[config.mk]
export PLATFORM = sky130hd
export DESIGN_NAME = spc_ctrl
export DESIGN_NICKNAME = d
export VERILOG_FILES = /design/src/rtl/core/spc_pkg.sv /design/src/rtl/core/spc_ctrl.sv
export SDC_FILE = /design/constraint.sdc
export NUM_CORES = 1
export LEC_CHECK = 0
export ABC_CLOCK_PERIOD_IN_PS = 1650
export BUFFER_PORTS_ARGS = -buffer_cell sky130_fd_sc_hd__buf_2
export CAP_MARGIN = 20
export CORE_AREA = 2 2 39 41
export DETAILED_ROUTE_END_ITERATION = 10
export DIE_AREA = 0 0 41 43
export RECOVER_POWER = 100
export SLEW_MARGIN = 20
export SYNTH_ARGS = -nofsm -noshare
export SYNTH_HDL_FRONTEND = slang
export SYNTH_SLANG_ARGS = --single-unit
[constraint.sdc]
create_clock -name clk -period 1.65 [get_ports clk]
set_input_delay 0.33 -clock clk [delete_from_list [all_inputs] [get_ports clk]]
set_output_delay 0.33 -clock clk [all_outputs]
set_load 0.01 [all_outputs]
[src/rtl/core/spc_pkg.sv]
package spc_pkg;

  localparam int NODE_W = 10;
  localparam int NODES  = 1 << NODE_W;
  localparam int SLOT_W = NODE_W + 1;
  localparam int EIDX_W = 14;
  localparam int EDGES  = 1 << EIDX_W;
  localparam int ENUM_W = EIDX_W + 1;
  localparam int LEN_W  = 16;
  localparam int DIST_W = 32;
  localparam int PCNT_W = 32;

  localparam logic [1:0] OP_CLEAR = 2'd0;
  localparam logic [1:0] OP_ADD   = 2'd1;
  localparam logic [1:0] OP_QUERY = 2'd2;

  localparam logic [3:0] DP_NOP      = 4'd0;
  localparam logic [3:0] DP_LATCH    = 4'd1;
  localparam logic [3:0] DP_HEAD_CLR = 4'd2;
  localparam logic [3:0] DP_HEAD_RD  = 4'd3;
  localparam logic [3:0] DP_ADD_WR   = 4'd4;
  localparam logic [3:0] DP_NODE_INI = 4'd5;
  localparam logic [3:0] DP_SCAN_RD  = 4'd6;
  localparam logic [3:0] DP_SETTLE   = 4'd7;
  localparam logic [3:0] DP_E_LOAD   = 4'd8;
  localparam logic [3:0] DP_EDGE_RD  = 4'd9;
  localparam logic [3:0] DP_N0_RD    = 4'd10;
  localparam logic [3:0] DP_N1_RD    = 4'd11;
  localparam logic [3:0] DP_RELAX    = 4'd12;
  localparam logic [3:0] DP_W1       = 4'd13;
  localparam logic [3:0] DP_RES_RD0  = 4'd14;
  localparam logic [3:0] DP_RES_RD1  = 4'd15;

  localparam logic [DIST_W-1:0] DIST_INF = '1;

  typedef struct packed {
    logic [3:0] op;
    logic       res_out;
  } dp_cmd_t;

  typedef struct packed {
    logic found;
    logic e_ok;
    logic head_last;
    logic node_last;
  } dp_stat_t;

  typedef struct packed {
    logic [DIST_W-1:0] cost;
    logic              fin;
    logic [PCNT_W-1:0] paths;
  } node_t;

  typedef struct packed {
    logic [ENUM_W-1:0] link;
    logic [LEN_W-1:0]  len;
    logic [NODE_W-1:0] to;
  } edge_t;

  function automatic logic [PCNT_W-1:0] sat_add(input logic [PCNT_W-1:0] a,
                                                input logic [PCNT_W-1:0] b);
    logic [PCNT_W:0] s;
    s = {1'b0, a} + {1'b0, b};
    return s[PCNT_W] ? {PCNT_W{1'b1}} : s[PCNT_W-1:0];
  endfunction

endpackage

[src/rtl/core/spc_ctrl.sv]
module spc_ctrl (
  input  logic              clk,
  input  logic              rst,
  input  logic              start,
  input  logic [1:0]        opcode,
  input  spc_pkg::dp_stat_t stat,
  output spc_pkg::dp_cmd_t  cmd,
  output logic              busy
);
  import spc_pkg::*;

  localparam logic [4:0] S_IDLE    = 5'd0;
  localparam logic [4:0] S_HCLR    = 5'd1;
  localparam logic [4:0] S_ADD_RD  = 5'd2;
  localparam logic [4:0] S_ADD_WR  = 5'd3;
  localparam logic [4:0] S_NINIT   = 5'd4;
  localparam logic [4:0] S_SCAN    = 5'd5;
  localparam logic [4:0] S_SCANEND = 5'd6;
  localparam logic [4:0] S_DECIDE  = 5'd7;
  localparam logic [4:0] S_EHEAD   = 5'd8;
  localparam logic [4:0] S_ECHK    = 5'd9;
  localparam logic [4:0] S_NRD0    = 5'd10;
  localparam logic [4:0] S_NRD1    = 5'd11;
  localparam logic [4:0] S_NCALC   = 5'd12;
  localparam logic [4:0] S_NW1     = 5'd13;
  localparam logic [4:0] S_RES0    = 5'd14;
  localparam logic [4:0] S_RES1    = 5'd15;
  localparam logic [4:0] S_RESOUT  = 5'd16;

  logic [4:0] state, state_next;

  always_ff @(posedge clk) begin
    if (rst) begin
      state <= S_HCLR;
    end else begin
      state <= state_next;
    end
  end

  assign busy = (state != S_IDLE);

  always_comb begin
    state_next  = state;
    cmd.op      = DP_NOP;
    cmd.res_out = 1'b0;
    case (state)
      S_IDLE: begin
        if (start) begin
          cmd.op = DP_LATCH;
          case (opcode)
            OP_CLEAR: state_next = S_HCLR;
            OP_ADD:   state_next = S_ADD_RD;
            OP_QUERY: state_next = S_NINIT;
            default:  state_next = S_IDLE;
          endcase
        end
      end
      S_HCLR: begin
        cmd.op = DP_HEAD_CLR;
        if (stat.head_last) state_next = S_IDLE;
      end
      S_ADD_RD: begin
        cmd.op     = DP_HEAD_RD;
        state_next = S_ADD_WR;
      end
      S_ADD_WR: begin
        cmd.op     = DP_ADD_WR;
        state_next = S_IDLE;
      end
      S_NINIT: begin
        cmd.op = DP_NODE_INI;
        if (stat.node_last) state_next = S_SCAN;
      end
      S_SCAN: begin
        cmd.op = DP_SCAN_RD;
        if (stat.node_last) state_next = S_SCANEND;
      end
      S_SCANEND: state_next = S_DECIDE;
      S_DECIDE: begin
        if (stat.found) begin
          cmd.op     = DP_SETTLE;
          state_next = S_EHEAD;
        end else begin
          state_next = S_RES0;
        end
      end
      S_EHEAD: begin
        cmd.op     = DP_E_LOAD;
        state_next = S_ECHK;
      end
      S_ECHK: begin
        if (stat.e_ok) begin
          cmd.op     = DP_EDGE_RD;
          state_next = S_NRD0;
        end else begin
          state_next = S_SCAN;
        end
      end
      S_NRD0: begin
        cmd.op     = DP_N0_RD;
        state_next = S_NRD1;
      end
      S_NRD1: begin
        cmd.op     = DP_N1_RD;
        state_next = S_NCALC;
      end
      S_NCALC: begin
        cmd.op     = DP_RELAX;
        state_next = S_NW1;
      end
      S_NW1: begin
        cmd.op     = DP_W1;
        state_next = S_ECHK;
      end
      S_RES0: begin
        cmd.op     = DP_RES_RD0;
        state_next = S_RES1;
      end
      S_RES1: begin
        cmd.op     = DP_RES_RD1;
        state_next = S_RESOUT;
      end
      S_RESOUT: begin
        cmd.res_out = 1'b1;
        state_next  = S_IDLE;
      end
      default: state_next = S_IDLE;
    endcase
  end

endmodule

==> impl_metrics.ini, run 1 <==
[synth]
ys_seq_elements = 5
syn_avg_cell_area_sq_um = 6.88
synth.net_count = 85
synth-warning-count = 0
synthCells = 76
netlist_area_sq_um = 523
ys_types = 33
yosysSeqAreaShare = 0.191

[global_routing]
grt-ovfl-total = 0
antenna_found_initial = 0
grt_pass1_vias = 559
track_usage = 0.187
grt_pass1_wl_microns = 2300
grt_max_degree = 17

[worst_setup_path]
endpoint_kind = output pin
worstPathMaxFanout = 16
critPathSlowestCell = dfxtp_2
cp_data_arrival_time_ns = 1.29
reg2reg_from = state[2]
critPathKind = reg2out
cp.required_ns = 1.32
cp_slowest_stage_delay_ns = 0.40
worst-r2r-cell-count = 4
r2r_slack_ns = 0.15
start_kind = register
path_cells = or3_1, a21oi_1, buf_2
rr_endpoint = state[1]

[die]
die_h_microns = 43
io-pin-count = 15
start_util = 0.378
die_w_microns = 41
fp.coreArea_sq_um = 1380
rows = 14
die_area_sq_um = 1760

[cells_and_area]
largest_reg_flops = 5
nets = 108
final_cell_count_no_fill = 114
layout-drive-gt1-share = 0.388
syn2layout_area_growth_pct = 34.7
fillers = 148
diodes = 0
top_regs = state x5
design_area_sq_um = 704
regMostFlops = state

[cts]
cts_tree = done
htree_levels = 1
cts_made_buffers = 3
root_buffer = clkbuf_4
clock_latency_ns = 0.24
postCtsHoldBufs = 0
path_clk_slew_ns = 0.04
clkSinkCount = 5
ctsLongestPathBuffers = 2

[hold_path]
min_path_type = in2reg
hp-start = rst
holdPathEnd = state[4]
hold_depth = 2

[power_and_ir_drop]
cellLeakagePower_nw = 0.305
comb_power_share = 0.222
total_power_uw = 338
seq_power_share = 0.377
power.density_nw_per_um2 = 480
pwr-share-clk = 0.401
switching_share = 0.263
ir_drop_mv = 0.422
cell_internal_pwr_uw = 249
switchingPower_uw = 89.2

[run_status]
outcome = finished clean

[drt]
drt-total-wl_microns = 1460
vias_per_cell = 5.51
drc_errors = 0
vias = 628
drt_iter0_drc = 14
ant_nets = 0
wl_per_cell_microns = 12.8
firstDrtPassIters = 4

[timing]
fin_ws_ns = 0.0255
slew_violations = 0
relSlewSlack = 0.730
setup_viol = 0
worst_pin_slew_ns = 0.395
finalHoldViolations = 0
fmax_ghz = 0.616
grt_setup_unrepaired = yes
fin_crit_ns = 1.62
tns_ns = 0
fin_crit_sh = 0.985
finClkSkew_ns = 0.00158

[placed_design]
place.gp.congestion = 0.816
dpl_cell_area_sq_um = 637
dp_hpwl_microns = 1090
io_buffers = 14
placed_cells = 107
pre_cts_ws_ns = 0.0358

[flow_run]
drv_cap = 0
[worst max-delay path by stage]
stage                  start  endpoint  slack (ns)  cells after the start
CTS                 state[1]    cmd[1]       0.004                      4
global route        state[2]    cmd[3]       -0.03                      5
global placement    state[2]    cmd[1]        0.06                      5
detailed placement  state[2]    cmd[1]        0.04                      5
finish              state[3]    cmd[3]        0.03                      3
floorplan           state[0]    cmd[3]        0.13                      4
[through the flow]
stage	utilization	hold WS, ns
after floorplan	-	0.406
after global placement	0.460	0.564
after detailed placement	0.460	0.567
after CTS	0.495	0.308
after global routing	0.509	0.328
final	0.509	0.306
[cell families (layout without fill, tap and decap cells)]
group           Yosys count  count (layout)  share of synthesized area
compound gates           30              30                      0.407
flops                     5               5                      0.191
simple gates             31              31                      0.318
buf+inv                  10              32                     0.0837
[per-layer routing]
layer	part of all wire	track usage	vias to the layer above
li1	-	-	326
met1	0.47	0.241	280
met2	0.46	0.278	16
met3	0.039	0.0366	6
met4	0.032	0.100	0
met5	0	0	-
[worst max-delay path, delay by kind of cell (launching register included)]
kind / cells / cell delay (ns)
and+or+nand+nor: 1 / 0.39
AOI/OAI and AO/OA: 1 / 0.13
buffers and inverters: 1 / 0.14
DFF: 1 / 0.40
[cell usage after synthesis]
master | number | area (sq um)
a21oi_1 | 9 | 45.0
nor2_1 | 8 | 30.0
buf_2 | 5 | 25.0
dfxtp_1 | 5 | 100
nand2_1 | 4 | 15.0
nor3_1 | 4 | 20.0
or3_1 | 3 | 18.8
a211o_1 | 2 | 17.5
a21o_1 | 2 | 15.0
a31oi_1 | 2 | 12.5
inv_1 | 2 | 7.51
inv_2 | 2 | 7.51
nand2b_1 | 2 | 12.5
nand3_1 | 2 | 10.0
nor3b_1 | 2 | 15.0
o21ai_0 | 2 | 10.0
o21ai_1 | 2 | 10.0
o21bai_1 | 2 | 15.0
o32ai_1 | 2 | 17.5
a2111oi_2 | 1 | 15.0
and2_1 | 1 | 6.26
and3b_1 | 1 | 8.76
clkbuf_1 | 1 | 3.75
nand4_1 | 1 | 6.26
nand4b_1 | 1 | 8.76
o211ai_1 | 1 | 7.51
o21a_1 | 1 | 7.51
o311a_1 | 1 | 10.0
o31ai_1 | 1 | 7.51
o31ai_2 | 1 | 12.5
o32a_1 | 1 | 10.0
or2_1 | 1 | 6.26
or3b_1 | 1 | 8.76
[cell usage in the layout, fill, tap and decap left out, types with 2 or more instances in the layout]
cell type  count
a31oi_1        2
o32ai_1        2
nand3_1        2
o21ai_1        2
or3_1          3
nand2_1        4
nor3_2         2
dfxtp_4        3
a21o_1         2
inv_2          2
a21oi_1        9
o21ai_0        2
nand2b_1       2
nor3_1         2
buf_2         15
inv_1          2
clkbuf_4       3
a211o_1        2
nor2_1         8
buf_4          9
o21bai_1       2
nor3b_1        2
[area by class of cell]
cell class | instances | area, sq um | area share
multi-input combinational | 61 | 388 | 0.551
timing repair buffer | 24 | 143 | 0.202
sequential | 5 | 113 | 0.160
clock buffer | 4 | 26.3 | 0.0373
tap | 16 | 20.0 | 0.0284
inverter | 4 | 15.0 | 0.0213
[power groups by stage]
stage               logic [mW]  clock network (mW)  registers (mW)
finish                  0.0751               0.136           0.128
global route            0.0842               0.151           0.128
CTS                     0.0744               0.142           0.127
detailed placement      0.0734                   0           0.132
global placement        0.0729                   0           0.132
floorplan               0.0443                   0           0.129
[what timing repair did]
| item | CTS | global route |
|---|---|---|
| hold endpoints to repair | 0 | 0 |
| resized for setup | 8 | 4 |
| gates cloned | 0 | 0 |
| pin swaps | 0 | 0 |
| endpoints found under the setup margin | 6 | 4 |
| buffers inserted | 1 | 2 |
No activity file was read; power rests on OpenSTA's default activity.
==> run 2, diff against run 1 <==
--- a/config.mk
+++ b/config.mk
@@ -5,10 +5,11 @@
 export SDC_FILE = /design/constraint.sdc
 export NUM_CORES = 1
 export LEC_CHECK = 0
-export ABC_CLOCK_PERIOD_IN_PS = 1650
+export ABC_CLOCK_PERIOD_IN_PS = 2100
 export BUFFER_PORTS_ARGS = -buffer_cell sky130_fd_sc_hd__buf_2
 export CAP_MARGIN = 20
 export CORE_AREA = 2 2 39 41
+export CTS_CLUSTER_SIZE = 28
 export DETAILED_ROUTE_END_ITERATION = 10
 export DIE_AREA = 0 0 41 43
 export RECOVER_POWER = 100
==> constraint.sdc (replaced) <==
create_clock -name clk -period 2.1 [get_ports clk]
set_input_delay 0.42 -clock clk [delete_from_list [all_inputs] [get_ports clk]]
set_output_delay 0.42 -clock clk [all_outputs]
set_load 0.01 [all_outputs]
==> run 2 against run 1 <==
Via count is 4.8% lower. Combinational power is 30% lower. First-iteration DRC count is 43% lower. Cell area is 13% lower. Critical path depth is 1 higher. Highest routed layer unchanged.
==> impl_metrics.ini, run 2 (synthesized netlist as in run 1, its figures left out) <==
[run_status]
outcome = finished clean

[placed_design]
placed_cells = 101
place.gp.congestion = 0.824
dp_hpwl_microns = 970
dpl_cell_area_sq_um = 592
pre_cts_ws_ns = 0.345
io_buffers = 14

[die]
io-pin-count = 15
start_util = 0.378
die_h_microns = 43
die_area_sq_um = 1760
fp.coreArea_sq_um = 1380
rows = 14
die_w_microns = 41

[cts]
cts_resized = 0
cts_setup_buffers = 0
clkSinkCount = 5
path_clk_slew_ns = 0.04
postCtsHoldBufs = 0
cts_tree = done
clock_latency_ns = 0.24
cts_made_buffers = 3
ctsLongestPathBuffers = 2
htree_levels = 1
root_buffer = clkbuf_4

[hold_path]
hold_depth = 2
min_path_type = in2reg
hp-start = rst
holdPathEnd = state[3]

[drt]
highest_layer = met4
vias_per_cell = 5.70
vias = 598
drt-total-wl_microns = 1340
firstDrtPassIters = 4
drc_errors = 0
wl_per_cell_microns = 12.7
dr_wl_met3_microns = 50
ant_nets = 0
met1_length_microns = 640
wl_met2_microns = 625
drt_iter0_drc = 8

[cells_and_area]
final_common_cell = a21oi_1
design_area_sq_um = 609
largest_reg_flops = 5
layout-drive-gt1-share = 0.202
top_regs = state x5
regMostFlops = state
layout_common_cells = 9 x a21oi_1, 8 x nor2_1, 8 x buf_2
final_cell_count_no_fill = 105
diodes = 0
syn2layout_area_growth_pct = 16.5
final_core_util = 0.440
nets = 99

[worst_setup_path]
start_kind = register
critPathKind = reg2out
rr_endpoint = state[0]
cp_data_arrival_time_ns = 1.47
r2r_slack_ns = 0.50
reg2reg_from = state[0]
worstPathMaxFanout = 9
worst-r2r-cell-count = 5
endpoint_kind = output pin
cp.required_ns = 1.68

[global_routing]
track_usage = 0.174
antenna_found_initial = 0
grt-ovfl-total = 0
grt_pass1_vias = 531
grt_pass1_wl_microns = 2140
grt_max_degree = 21

[timing]
setup_viol = 0
slew_violations = 0
fin_crit_sh = 0.900
fin_crit_ns = 1.89
hold_ws_ns = 0.401
grt_setup_unrepaired = no
finalHoldViolations = 0
finClkSkew_ns = 0.000620
worst_pin_slew_ns = 0.462
fin_ws_ns = 0.210
relSlewSlack = 0.692
fmax_ghz = 0.529
tns_ns = 0

[power_and_ir_drop]
cellLeakagePower_nw = 0.230
power.density_nw_per_um2 = 430
total_power_uw = 262
ir_drop_mv = 0.268

[flow_run]
drv_cap = 0
[run 2: changes by cell type in the layout (fill, tap and decap cells not counted), moves of 3 or more]
cell / before / now
dfxtp_4: 3 / 0
buf_2: 15 / 8
clkbuf_1: 1 / 7
buf_4: 9 / 1
[run 2: worst max-delay path, cell delays in order (launching register included)]
cell and delay (ns):
dfxtp_1 0.51, o21ai_1 0.12, or3_1 0.31, a21oi_1 0.13, clkbuf_1 0.16
[run 2: routing by layer]
metal,GRT usage,vias to the layer above
met5,0,-
met4,0.120,0
met3,0.0157,2
met2,0.256,13
met1,0.224,270
li1,-,313
[run 2: worst max path at each step]
stage                         from     end  slack, ns
final                     state[0]  cmd[3]       0.21
after detailed placement  state[1]  cmd[3]       0.35
after CTS                 state[1]  cmd[3]       0.08
after floorplan           state[0]  cmd[3]       0.49
after global routing      state[0]  cmd[3]       0.08
after global placement    state[2]  cmd[1]       0.38
[run 2: cell type report]
type | count | area [sq um]
inverter | 4 | 15.0
timing repair buffer | 15 | 70.1
multi-input combinational | 61 | 374
fill | 143 | 774
sequential | 5 | 104
tap | 16 | 20.0
clock buffer | 4 | 26.3
[run 2: power breakdown]
part	switching, mW	internal, mW
combinational	0.0287	0.0238
clock	0.0352	0.0716
sequential	0.00534	0.0973
==> run 3, diff against run 2 <==
--- a/config.mk
+++ b/config.mk
@@ -8,12 +8,15 @@
 export ABC_CLOCK_PERIOD_IN_PS = 2100
 export BUFFER_PORTS_ARGS = -buffer_cell sky130_fd_sc_hd__buf_2
 export CAP_MARGIN = 20
-export CORE_AREA = 2 2 39 41
+export CELL_PAD_IN_SITES_DETAIL_PLACEMENT = 1
+export CELL_PAD_IN_SITES_GLOBAL_PLACEMENT = 1
+export CORE_MARGIN = 1.5
+export CORE_UTILIZATION = 36
 export CTS_CLUSTER_SIZE = 28
 export DETAILED_ROUTE_END_ITERATION = 10
-export DIE_AREA = 0 0 41 43
+export PLACE_DENSITY_LB_ADDON = 0.1
 export RECOVER_POWER = 100
-export SLEW_MARGIN = 20
+export SKIP_CTS_REPAIR_TIMING = 1
 export SYNTH_ARGS = -nofsm -noshare
 export SYNTH_HDL_FRONTEND = slang
 export SYNTH_SLANG_ARGS = --single-unit
==> run 3 against run 2 <==
Sequential power is essentially flat. Clock skew grew 0.0058 ns. Maximum frequency shrank 1.8%. Largest cell class unchanged.
==> impl_metrics.ini, run 3 (synthesized netlist as in run 1, its figures left out) <==
[cells_and_area]
diodes = 0
top_regs = state x5
fillers = 188
nets = 100
final_cell_count_no_fill = 105
syn2layout_area_growth_pct = 17.9
regMostFlops = state
layout-drive-gt1-share = 0.211
layout_common_cells = 9 x a21oi_1, 9 x buf_2, 8 x nor2_1
largest_reg_flops = 5

[timing]
slew_violations = 0
tns_ns = 0
worst_pin_slew_ns = 0.620
setup_viol = 0
fin_crit_ns = 1.92
fin_crit_sh = 0.916
relSlewSlack = 0.586
fmax_ghz = 0.520
grt_setup_unrepaired = no
finClkSkew_ns = 0.00641
finalHoldViolations = 0

[hold_path]
hp-start = rst
hold_depth = 2
min_path_type = in2reg
holdPathEnd = state[3]

[worst_setup_path]
cp_data_arrival_time_ns = 1.50
rr_endpoint = state[1]
worstPathMaxFanout = 11
crit_family = flip-flops
path_cells = or2_0, a31oi_1, o32ai_1, buf_2
start_kind = register
critPathKind = reg2out
critPathSlowestCell = dfxtp_1
cp_slowest_stage_delay_ns = 0.52
endpoint_kind = output pin
cp.required_ns = 1.68
r2r_slack_ns = 0.33
reg2reg_from = state[2]
critPathBufInv = 1
worst-r2r-cell-count = 4

[global_routing]
track_usage = 0.191
grt_pass1_wl_microns = 2170
antenna_found_initial = 0
grt_pass1_vias = 499
grt-ovfl-total = 0
grt_max_degree = 21

[power_and_ir_drop]
ir_drop_mv = 0.394
seq_power_share = 0.385
cellLeakagePower_nw = 0.238
switchingPower_uw = 72.4
cell_internal_pwr_uw = 194
switching_share = 0.272
pwr-share-clk = 0.408
comb_power_share = 0.207
power.density_nw_per_um2 = 432

[die]
rows = 13
io-pin-count = 15
die_w_microns = 41.1
die_area_sq_um = 1690
start_util = 0.392
fp.coreArea_sq_um = 1330
die_h_microns = 41.1

[drt]
firstDrtPassIters = 4
vias = 592
wl_per_cell_microns = 14.2
ant_nets = 0
drt-total-wl_microns = 1490
vias_per_cell = 5.64
drt_iter0_drc = 6
drc_errors = 0

[placed_design]
place.gp.congestion = 0.789
io_buffers = 14
dp_hpwl_microns = 1090
placed_cells = 101

[flow_run]
drv_cap = 0

[cts]
clock_latency_ns = 0.24
htree_levels = 1
path_clk_slew_ns = 0.05
cts_made_buffers = 3
root_buffer = clkbuf_4
ctsLongestPathBuffers = 2
cts_tree = done
clkSinkCount = 5

[run_status]
outcome = finished clean
run 3: metrics by stage:
| step | utilization | area [sq um] | worst slack (ns) | hold WS [ns] | total power [mW] |
|---|---|---|---|---|---|
| 2_1_floorplan | - | 523 | 0.488 | 0.496 | 0.136 |
| 5_1_grt | 0.462 | 617 | 0.00892 | 0.424 | 0.280 |
| 3_3_place_gp | 0.448 | 598 | 0.360 | 0.654 | 0.159 |
| 3_5_place_dp | 0.448 | 598 | 0.286 | 0.657 | 0.160 |
| 4_1_cts | 0.468 | 624 | 0.0271 | 0.410 | 0.270 |
| 6_report | 0.462 | 617 | 0.176 | 0.412 | 0.266 |
run 3: power by group through the flow:
stage	clock, mW	sequential, mW	combinational, mW
global placement	0	0.104	0.0552
finish	0.109	0.103	0.0550
CTS	0.112	0.103	0.0560
global route	0.115	0.103	0.0620
detailed placement	0	0.104	0.0557
floorplan	0	0.101	0.0348
run 3: routing by layer:
| metal | up-vias | routed length [microns] | track usage |
|---|---|---|---|
| li1 | 312 | - | - |
| met1 | 268 | 724 | 0.260 |
| met2 | 12 | 719 | 0.316 |
| met3 | 0 | 42 | 0.0543 |
| met4 | 0 | 0 | 0 |
| met5 | - | 0 | 0 |
run 3: how the worst max path moves through the flow:
| stage | depth (start not counted) | slack (ns) | from | to |
|---|---|---|---|---|
| after global placement | 4 | 0.36 | state[1] | cmd[3] |
| after global routing | 4 | 0.009 | state[3] | cmd[1] |
| after CTS | 4 | 0.03 | state[1] | cmd[3] |
| after floorplan | 4 | 0.49 | state[0] | cmd[3] |
| after detailed placement | 4 | 0.29 | state[1] | cmd[3] |
| final | 4 | 0.18 | state[2] | cmd[1] |
run 3: area by class of cell:
cell class / instances / area [sq um] / share of cell area
multi-input cells: 61 / 379 / 0.615
flip-flops and latches: 5 / 101 / 0.164
clock buffers: 4 / 26.3 / 0.0426
repair buffers: 16 / 76.3 / 0.124
inverters: 4 / 15.0 / 0.0243
well taps: 15 / 18.8 / 0.0304
